==> config.mk <==
export PLATFORM = sky130hd
export DESIGN_NAME = smmst_queue
export DESIGN_NICKNAME = d
export VERILOG_FILES = /design/src/rtl/smmst_pkg.sv /design/src/rtl/smmst_queue.sv
export SDC_FILE = /design/constraint.sdc
export NUM_CORES = 1
export LEC_CHECK = 0
export BUFFER_PORTS_ARGS = -buffer_cell sky130_fd_sc_hd__buf_2
export CORE_MARGIN = 10
export CORE_UTILIZATION = 50
export DETAILED_ROUTE_END_ITERATION = 10
export PLACE_DENSITY = 0.88
export SLEW_MARGIN = 20
export SYNTH_ARGS = -nofsm -noshare
export SYNTH_HDL_FRONTEND = slang
export SYNTH_SLANG_ARGS = --single-unit
==> constraint.sdc <==
create_clock -name clk -period 14.3 [get_ports clk]
set_input_delay 0.715 -clock clk [delete_from_list [all_inputs] [get_ports clk]]
set_output_delay 0.715 -clock clk [all_outputs]
set_load 0.05 [all_outputs]
==> src/rtl/smmst_pkg.sv <==
`timescale 1ns / 1ps
// shared types, constants and the merge function for the slot statistics table
// no dependencies
package smmst_pkg;

	localparam int SLOTS      = 128;
	localparam int VALUE_BITS = 32;
	localparam int SLOT_W     = $clog2(SLOTS);
	localparam int IDX_W      = 8;
	localparam int FUNC_W     = 2;
	localparam int CFG_W      = 8;
	localparam int STATS_W    = 3 * VALUE_BITS;
	localparam int IN_DATA_W  = ((IDX_W + STATS_W + 7) / 8) * 8;
	localparam int OUT_DATA_W = ((STATS_W + 7) / 8) * 8;

	localparam int QDEPTH = 2;
	localparam int QPTR_W = $clog2(QDEPTH);
	localparam int QCNT_W = $clog2(QDEPTH + 1);

	localparam logic [CFG_W-1:0] SLOTS_IN_USE_RESET = 8'd128;

	// func codes on the input tuser
	localparam logic [FUNC_W-1:0] FN_ADD    = 2'd0;
	localparam logic [FUNC_W-1:0] FN_QSLOT  = 2'd1;
	localparam logic [FUNC_W-1:0] FN_QTOTAL = 2'd2;

	typedef enum logic [1:0] {
		K_ADD,
		K_QSLOT,
		K_QTOTAL,
		K_QERR
	} kind_t;

	typedef struct packed {
		logic [VALUE_BITS-1:0] sum;
		logic [VALUE_BITS-1:0] lo;
		logic [VALUE_BITS-1:0] hi;
	} stats_t;

	typedef struct packed {
		kind_t             kind;
		logic [SLOT_W-1:0] slot;
		stats_t            stats;
	} q_entry_t;

	typedef struct packed {
		logic empty;
		logic full;
	} q_status_t;

	typedef enum logic {
		BK_IDLE,
		BK_EXEC
	} back_state_t;

	function automatic stats_t stats_merge(stats_t a, stats_t b);
		stats_t r;
		r.hi  = ($signed(a.hi) < $signed(b.hi)) ? b.hi : a.hi;
		r.lo  = ($signed(b.lo) < $signed(a.lo)) ? b.lo : a.lo;
		r.sum = a.sum + b.sum;
		return r;
	endfunction

endpackage

==> src/rtl/smmst_queue.sv <==
`timescale 1ns / 1ps
// short word queue between the front end and the back end
// depends on smmst_pkg
module smmst_queue import smmst_pkg::*; (
	input  logic      clk,
	input  logic      arst_n,
	input  logic      push,
	input  q_entry_t  push_entry,
	input  logic      pop,
	output q_entry_t  head,
	output q_status_t status
);

	q_entry_t          buf_q [QDEPTH];
	logic [QPTR_W-1:0] wr_ptr_q;
	logic [QPTR_W-1:0] rd_ptr_q;
	logic [QCNT_W-1:0] count_q;
	logic              do_push;
	logic              do_pop;

	assign status.empty = (count_q == '0);
	assign status.full  = (32'(count_q) == QDEPTH);
	assign do_push      = push && !status.full;
	assign do_pop       = pop && !status.empty;
	assign head         = buf_q[rd_ptr_q];

	always_ff @(posedge clk) begin
		if (do_push) begin
			buf_q[wr_ptr_q] <= push_entry;
		end
	end

	always_ff @(posedge clk or negedge arst_n) begin
		if (!arst_n) begin
			wr_ptr_q <= '0;
			rd_ptr_q <= '0;
			count_q  <= '0;
		end else begin
			if (do_push) begin
				wr_ptr_q <= (32'(wr_ptr_q) == QDEPTH - 1) ? '0 : wr_ptr_q + 1'b1;
			end
			if (do_pop) begin
				rd_ptr_q <= (32'(rd_ptr_q) == QDEPTH - 1) ? '0 : rd_ptr_q + 1'b1;
			end
			case ({do_push, do_pop})
				2'b10:   count_q <= count_q + 1'b1;
				2'b01:   count_q <= count_q - 1'b1;
				default: count_q <= count_q;
			endcase
		end
	end

endmodule

### Yosys cells after proc, flatten, opt, wreduce, memory -nomap -nowiden

Memories as Yosys holds them, arrays and structs flattened.
Cells that the tools add are included.

| word-level totals | value |
|---|---|
| memory bits (writable) | 210 |
| output and inout bits | 107 |
| logic and storage cells | 22 |
| memories | 1 |
| bits of input ports | 109 |
| register bits after elaboration | 4 |

Memories:

| name | words | width | rd ports | clocked after Yosys merged registers in | write ports | RTL line | text |
|---|---|---|---|---|---|---|---|
| buf_q | 2 | 105 | 1 | 0 | 1 | smmst_queue.sv:14 | `q_entry_t buf_q [QDEPTH];` |

| operators by class | value |
|---|---|
| add/subtract/negate cells | 4 |
| muxes and demuxes | 5 |
| reduce and logical (&&, ||, !) cells | 6 |
| equality and inequality tests | 3 |

Operators with widths:

| kind | count |
|---|---|
| 2-bit == test (second input constant) | 2 |
| 1-bit two-way mux | 4 |
| 2-bit one-hot mux with 2 select lines | 1 |
| 1-bit adder (second input constant) | 2 |
| 2-bit by 1-bit adder with 2-bit output (second input constant) | 1 |
| 2-bit by 1-bit == test with 1-bit output (second input constant) | 1 |
| 1-bit logical AND | 2 |
| 1-bit zero test | 2 |
| 2-bit zero test | 1 |
| 2-bit nonzero test | 1 |
| 2-bit by 1-bit subtractor with 2-bit output (second input constant) | 1 |

### Depth between registers and ports, before layout

Gate-level depths: netlist of the first run.

| logic depth | value |
|---|---|
| word-level depth | 5 |
| depth in mapped cells | 6 |

### Least setup slack after synthesis of the first run

OpenSTA, ideal clock, no wires.

| timing | value |
|---|---|
| kind | input to register |
| start | input port push |
| end | memory buf_q[0][0] (netlist bit), enable pin |
| path buffers | 0 |
| cell stages on the path | 2 |
| path slack | 8.552 ns |
| library setup time | 0.570 ns |
| data required time | 13.730 ns |
| data arrival time | 5.178 ns |
| path through | nand2_1 -> nor2_1 |

| between the ends | value |
|---|---|
| cells in the longest elaborated chain, start to end | 3 |

RTL lines:

| element | RTL line | text |
|---|---|---|
| start: declaration | smmst_queue.sv:7 | `input logic push,` |
| 1-bit logical AND | smmst_queue.sv:23 | `assign do_push = push && !status.full;` |
| 1-bit two-way mux | smmst_queue.sv:28 | `if (do_push) begin` |
| 1-bit two-way mux (not written as such) | smmst_queue.sv:29 | `buf_q[wr_ptr_q] <= push_entry;` |
| end: declaration | smmst_queue.sv:14 |  |

No other way between the ends.

==> out/summary.txt, run 1 <==
Layout cell share with drive strength beyond 1: 61.1%
Crit Path Class: reg2out
Synth Warn #: 0
P per Cell Area: 254 mW/mm2
Post-Syn Instances: 345
Critical Path RT: 13.59 ns
Synth top area share: 79.5%
Slew HR: 33.2%
Final hold viol count: 0
CTS clk-pin slew, worst paths: 0.06 ns
I/O pin cnt: 216
Global placer's final weighted congestion: 0.698
CTS tree: built
Clock Skew: 0.00895 ns
Slowest cell on crit path: buf_4
Post-route setup TNS: 0 ns
GRT Residual Overflow: 0
Vias per cell: 5.03
Hpwl dp: 11500 um
Minimum clock period: 3.64 ns
Root buffer cell: clkbuf_16
IO buf count: 215
Max incr delay on CP: 0.85 ns
Mean post-synth cell area: 23.0 um2
Cell area after synthesis: 0.00793 mm2
Antenna violation net count after detailed routing: 0
GRT Util Overall: 14.9%
Vias: 4035
Die ar.: 0.0213 mm2
Final setup fails: 0
Die width: 146 um
Commonest cells post-synth: edfxtp_1, mux2_2, mux2_4
Starting density of the core: 51.6%
Crit path arrival time: 2.93 ns
Largest net degree at the start of global routing: 72
Cts bufs inserted: 22
Dominant cell type by area after synthesis: edfxtp_1
Post-cts resize count: 0
Crit end category: output port
Actual slew at the worst max-slew pin: 1.00 ns
Post-CTS Setup Inserts: 0
HP Class: in2async
Layout net count: 686
CTS H-tree depth: 1
Crit-path max FO: 71
Drt total wl: 16500 um
Ys async rst share: 1.87%
Area delta synth->final: 26.0%
Row count: 45
Drt drc: 0
Hold buffer count at CTS: 0
Wire length of the first global-routing pass: 25500 um
Peak supply drop: 0.160 mV
Tcrit/Tclk final: 25.5%
Leak Pwr: 3.87 nW
Placeable Area: 0.0154 mm2
Largest cells by area after synthesis: edfxtp_1, mux2_2, mux2_4
Yosys reg bits: 214
Bufs on Longest Clock Path: 3
Status: complete, no violations
Post-synth EDFFs: 210
Die Ht: 146 um
Core occupancy in the finished layout: 65.0%
Synth Flop Type: edfxtp_1
Initial drt markers: 219
Critical-path cell list: buf_4 > mux2_2 > buf_2
Number of detailed-route iterations in the first pass: 6
Bufs and invs on worst path: 2
Syn_nets: 455
Clk_lat worst skew: 0.48 ns
Sequential area share after synthesis: 80.8%
Max Freq: 0.275 GHz
Worst path top cell family by delay: buffers and inverters
Max capacitance violation total: 0
Clock sinks: 214
Vias in the first global route: 4536
RSZ-0062 raised after global routing: no
Initial antenna violation count: 2
Drt wl/cell: 20.6 um
Startpoint Class: flip-flop
Yosys cell types: 15
Max-slew violations: 0
Count leader, synth: edfxtp_1
-- placed cells by master, fill, tap and decap left out --
master,count
nor2b_1,1
diode_2,2
and3_4,1
xor2_1,2
nor2_1,2
clkbuf_16,23
nand2_1,1
clkinv_2,4
edfxtp_1,210
nor2_4,1
mux2_4,40
clkinvlp_4,1
buf_2,215
ha_1,1
clkinv_1,2
clkbuf_1,2
nand2b_1,1
bufinv_16,5
buf_4,4
dfrtp_4,1
inv_1,1
xnor2_1,3
mux2_2,65
dfrtp_1,3
-- logic make-up (layout without fill, tap and decap cells) --
| family | Yosys count | count (layout) | share of synthesized area [%] |
|---|---|---|---|
| simple gates | 7 | 7 | 0.426 |
| fa+ha+maj | 1 | 1 | 0.158 |
| buf+inv | 13 | 257 | 1.28 |
| mux | 105 | 105 | 16.8 |
| flops | 214 | 214 | 80.8 |
| xor+xnor | 5 | 5 | 0.552 |
| other cells | 0 | 2 | 0 |
-- sequential cells by signal (all words and copies together), names as in the netlist --
name / count
count_q: 2
rd_ptr_q: 1
wr_ptr_q: 1
buf_q: 210
-- path summary, 6_finish.rpt --
check                                             from                endpoint  slack [ns]  depth (start not counted)
worst max register to register  count_q[0]$_DFFE_PN0P_  buf_q[1][26]$_DFFE_PP_       11.89                          3
min in group clk                        push_entry[60]  buf_q[0][60]$_DFFE_PP_        0.41                          1
worst max-delay path              rd_ptr_q$_DFFE_PN0P_                head[74]       10.66                          3
worst min-delay path                            arst_n    rd_ptr_q$_DFFE_PN0P_        0.04                          1
worst min register to register  count_q[1]$_DFFE_PN0P_  count_q[1]$_DFFE_PN0P_        0.53                          1
max in group asynchronous                       arst_n    rd_ptr_q$_DFFE_PN0P_       14.10                          1
-- stage by stage --
stage / total power [mW] / cell area (um2) / setup WS, ns / hold WS, ns / cells
3_3_place_gp: 1.94 / 9220 / 11.18 / 0.480 / 763
4_1_cts: 2.57 / 9990 / 10.60 / 0.0249 / 800
6_report: 2.53 / 9990 / 10.66 / 0.0382 / 802
3_5_place_dp: 1.96 / 9220 / 11.14 / 0.516 / 763
2_1_floorplan: 1.76 / 7930 / 8.55 / 0.419 / 345
5_1_grt: 2.64 / 9990 / 10.53 / 0.0298 / 800
-- metal layers --
layer	track usage [%]	vias up	routed length (um)
met1	16.6	2003	6200
met3	5.84	27	1530
met2	26.0	169	8550
met5	0	-	13
met4	3.49	2	257
li1	-	1834	-
-- report_power, final --
part | total (mW) | switching, mW | internal [mW] | leakage (nW)
Sequential | 0.920 | 0.0603 | 0.859 | 2.00
Combinational | 1.02 | 0.727 | 0.289 | 1.50
Clock | 0.598 | 0.218 | 0.381 | 0.375
-- worst register-to-register path: stages (launching register included) --
cell	delay [ns]
dfrtp_1	0.41
nand2b_1	0.18
and3_4	0.66
buf_4	0.75
-- final cells by class --
cell class	instances	area [um2]
Antenna cell	2	5.00
Clock buffer	25	583
Clock inverter	12	185
Fill cell	1066	5380
Inverter	1	3.75
Multi-Input combinational cell	118	1440
Sequential cell	214	6410
Tap cell	211	264
Timing Repair Buffer	219	1110
(Power assumes the default switching activity.)
==> run 2, diff against run 1 <==
==> constraint.sdc (replaced) <==
create_clock -name clk -period 3.55 [get_ports clk]
set_input_delay 0.1775 -clock clk [delete_from_list [all_inputs] [get_ports clk]]
set_output_delay 0.1775 -clock clk [all_outputs]
set_load 0.05 [all_outputs]
==> run 2 against run 1 <==
  * Clock power rose to 3.7 times the previous value
  * Global-route usage is 2.4 points higher
  * Worst hold slack better by 0.016 ns
  * Critical path depth unchanged
  * Cell count increased by 14%
  * Highest routed layer is now met4
==> out/summary.txt, run 2 (synthesis results as in run 1) <==
Max-slew violations: 0 (unchanged)
Antenna violation net count after detailed routing: 0 (unchanged)
IO buf count: 215 (unchanged)
Crit Path Class: reg2out (unchanged)
Startpoint Class: flip-flop (unchanged)
Leading cell type in the layout, fill and taps excluded: buf_2 (unchanged)
Die Ht: 146 um (unchanged)
GRT Util Overall: 17.2% (was 14.9%)
Largest register FFs: 210 (unchanged)
Largest net degree at the start of global routing: 58 (was 72)
Cts bufs inserted: 22 (unchanged)
Number of detailed-route iterations in the first pass: 4 (was 6)
Vias: 4537 (was 4035)
Wire length of the first global-routing pass: 29100 um (was 25500 um)
Leak Pwr: 4.29 nW (was 3.87 nW)
Tcrit/Tclk final: 68.3%
Final hold viol count: 0 (unchanged)
Vias per cell: 4.98 (was 5.03)
Peak supply drop: 0.833 mV (was 0.160 mV)
Crit path arrival time: 2.25 ns (was 2.93 ns)
Layout net count: 793 (was 686)
Drt total wl: 19200 um (was 16500 um)
Area delta synth->final: 38.8% (was 26.0%)
Crit end category: output port (unchanged)
Die ar.: 0.0213 mm2 (unchanged)
Placeable Area: 0.0154 mm2 (unchanged)
Placed instance count: 764 (was 763)
GRT Residual Overflow: 0 (unchanged)
P per Cell Area: 927 mW/mm2 (was 254 mW/mm2)
Global placer's final weighted congestion: 0.728 (was 0.698)
CTS tree: built (unchanged)
Row count: 45 (unchanged)
Root buffer cell: clkbuf_16 (unchanged)
Layout cell share with drive strength beyond 1: 51.4% (was 61.1%)
Initial antenna violation count: 1 (was 2)
Max capacitance violation total: 0 (unchanged)
Vias in the first global route: 5163 (was 4536)
Clock sinks: 214 (unchanged)
Bufs on Longest Clock Path: 3 (unchanged)
Most frequent cells in the layout: buf_2, edfxtp_1, dlygate4sd3_1 (was buf_2, edfxtp_1, mux2_2)
Die width: 146 um (unchanged)
Largest regs: buf_q: 210 flops, count_q: 2 flops (unchanged)
Slew HR: 46.8% (was 33.2%)
Post-route setup TNS: 0 ns (unchanged)
Drt drc: 0 (unchanged)
RSZ-0062 raised after global routing: no (unchanged)
Drt wl/cell: 21.1 um (was 20.6 um)
Non-filler cells in the finished layout: 911 (was 802)
Status: complete, no violations (unchanged)
Minimum clock period: 2.42 ns
I/O pin cnt: 216 (unchanged)
Initial drt markers: 215 (was 219)
HP Class: in2async (unchanged)
CTS H-tree depth: 1 (unchanged)
Final setup fails: 0 (unchanged)
Max Freq: 0.413 GHz
Hpwl dp: 11200 um (was 11500 um)
Post-cts resize count: 0 (unchanged)
Starting density of the core: 51.6% (unchanged)
Most flop-heavy register: buf_q (unchanged)
Clk_lat worst skew: 0.49 ns (was 0.48 ns)
Clock Skew: 0.00605 ns (was 0.00895 ns)
Actual slew at the worst max-slew pin: 0.799 ns (was 1.00 ns)
CTS clk-pin slew, worst paths: 0.06 ns (about the same)
Critical Path RT: 3.37 ns (was 13.59 ns)
Crit-path max FO: 45 (was 71)
[run 2: area by class of cell]
cell class / count / area (um2)
diodes: 1 / 2.50
clock buffers: 32 / 629
clock inverters: 8 / 65.1
fillers: 918 / 4360
inverters: 1 / 3.75
multi-input cells: 118 / 1440
flip-flops and latches: 214 / 6410
well taps: 211 / 264
repair buffers: 326 / 2200
[run 2: metal layers]
layer | vias up | GRT usage [%] | part of all wire (%)
met4 | 0 | 5.11 | 2.7
met2 | 200 | 31.5 | 53
li1 | 2043 | - | -
met3 | 40 | 5.74 | 7.9
met1 | 2254 | 18.4 | 37
met5 | - | 0 | 0
[run 2: path summary, 6_finish.rpt]
check                           slack (ns)                endpoint  depth (start not counted)                   start
worst max register to register        1.44  buf_q[1][26]$_DFFE_PP_                          3  count_q[0]$_DFFE_PN0P_
max in group asynchronous             3.36    rd_ptr_q$_DFFE_PN0P_                          2                  arst_n
min in group clk                      0.11    rd_ptr_q$_DFFE_PN0P_                          3                     pop
worst max-delay path                  1.13                head[30]                          3    rd_ptr_q$_DFFE_PN0P_
worst min register to register        0.52  count_q[1]$_DFFE_PN0P_                          1  count_q[1]$_DFFE_PN0P_
worst min-delay path                  0.05    rd_ptr_q$_DFFE_PN0P_                          2                  arst_n
[run 2: what timing repair did]
item | 4_1_cts | 5_1_grt
setup endpoints to repair | 0 | 0
hold buffers | 106 | 0
hold endpoints to repair | 214 | 0
buffers inserted | 0 | 0
[run 2: power breakdown]
group	switching, mW	internal, mW
sequential	0.187	3.47
clock	0.904	1.30
combinational	3.08	1.27
total	4.17	6.03
[run 2: metrics by stage]
step                total power [mW]  util (%)  area, um2  setup WS, ns  hold slack (ns)
finish                          10.2      71.6      11000          1.13           0.0542
global route                    10.6      71.6      11000          1.05           0.0579
CTS                             10.2      71.6      11000          1.11           0.0269
detailed placement              7.92      60.2       9250          1.46          -0.0128
global placement                7.82      60.2       9250          1.56          -0.0163
floorplan                       7.06         -       7940        0.0575           -0.118
[run 2: worst max-delay path: stages (launching register included)]
cell	delay, ns
dfrtp_4	0.53
buf_4	0.56
mux2_2	0.43
buf_2	0.22
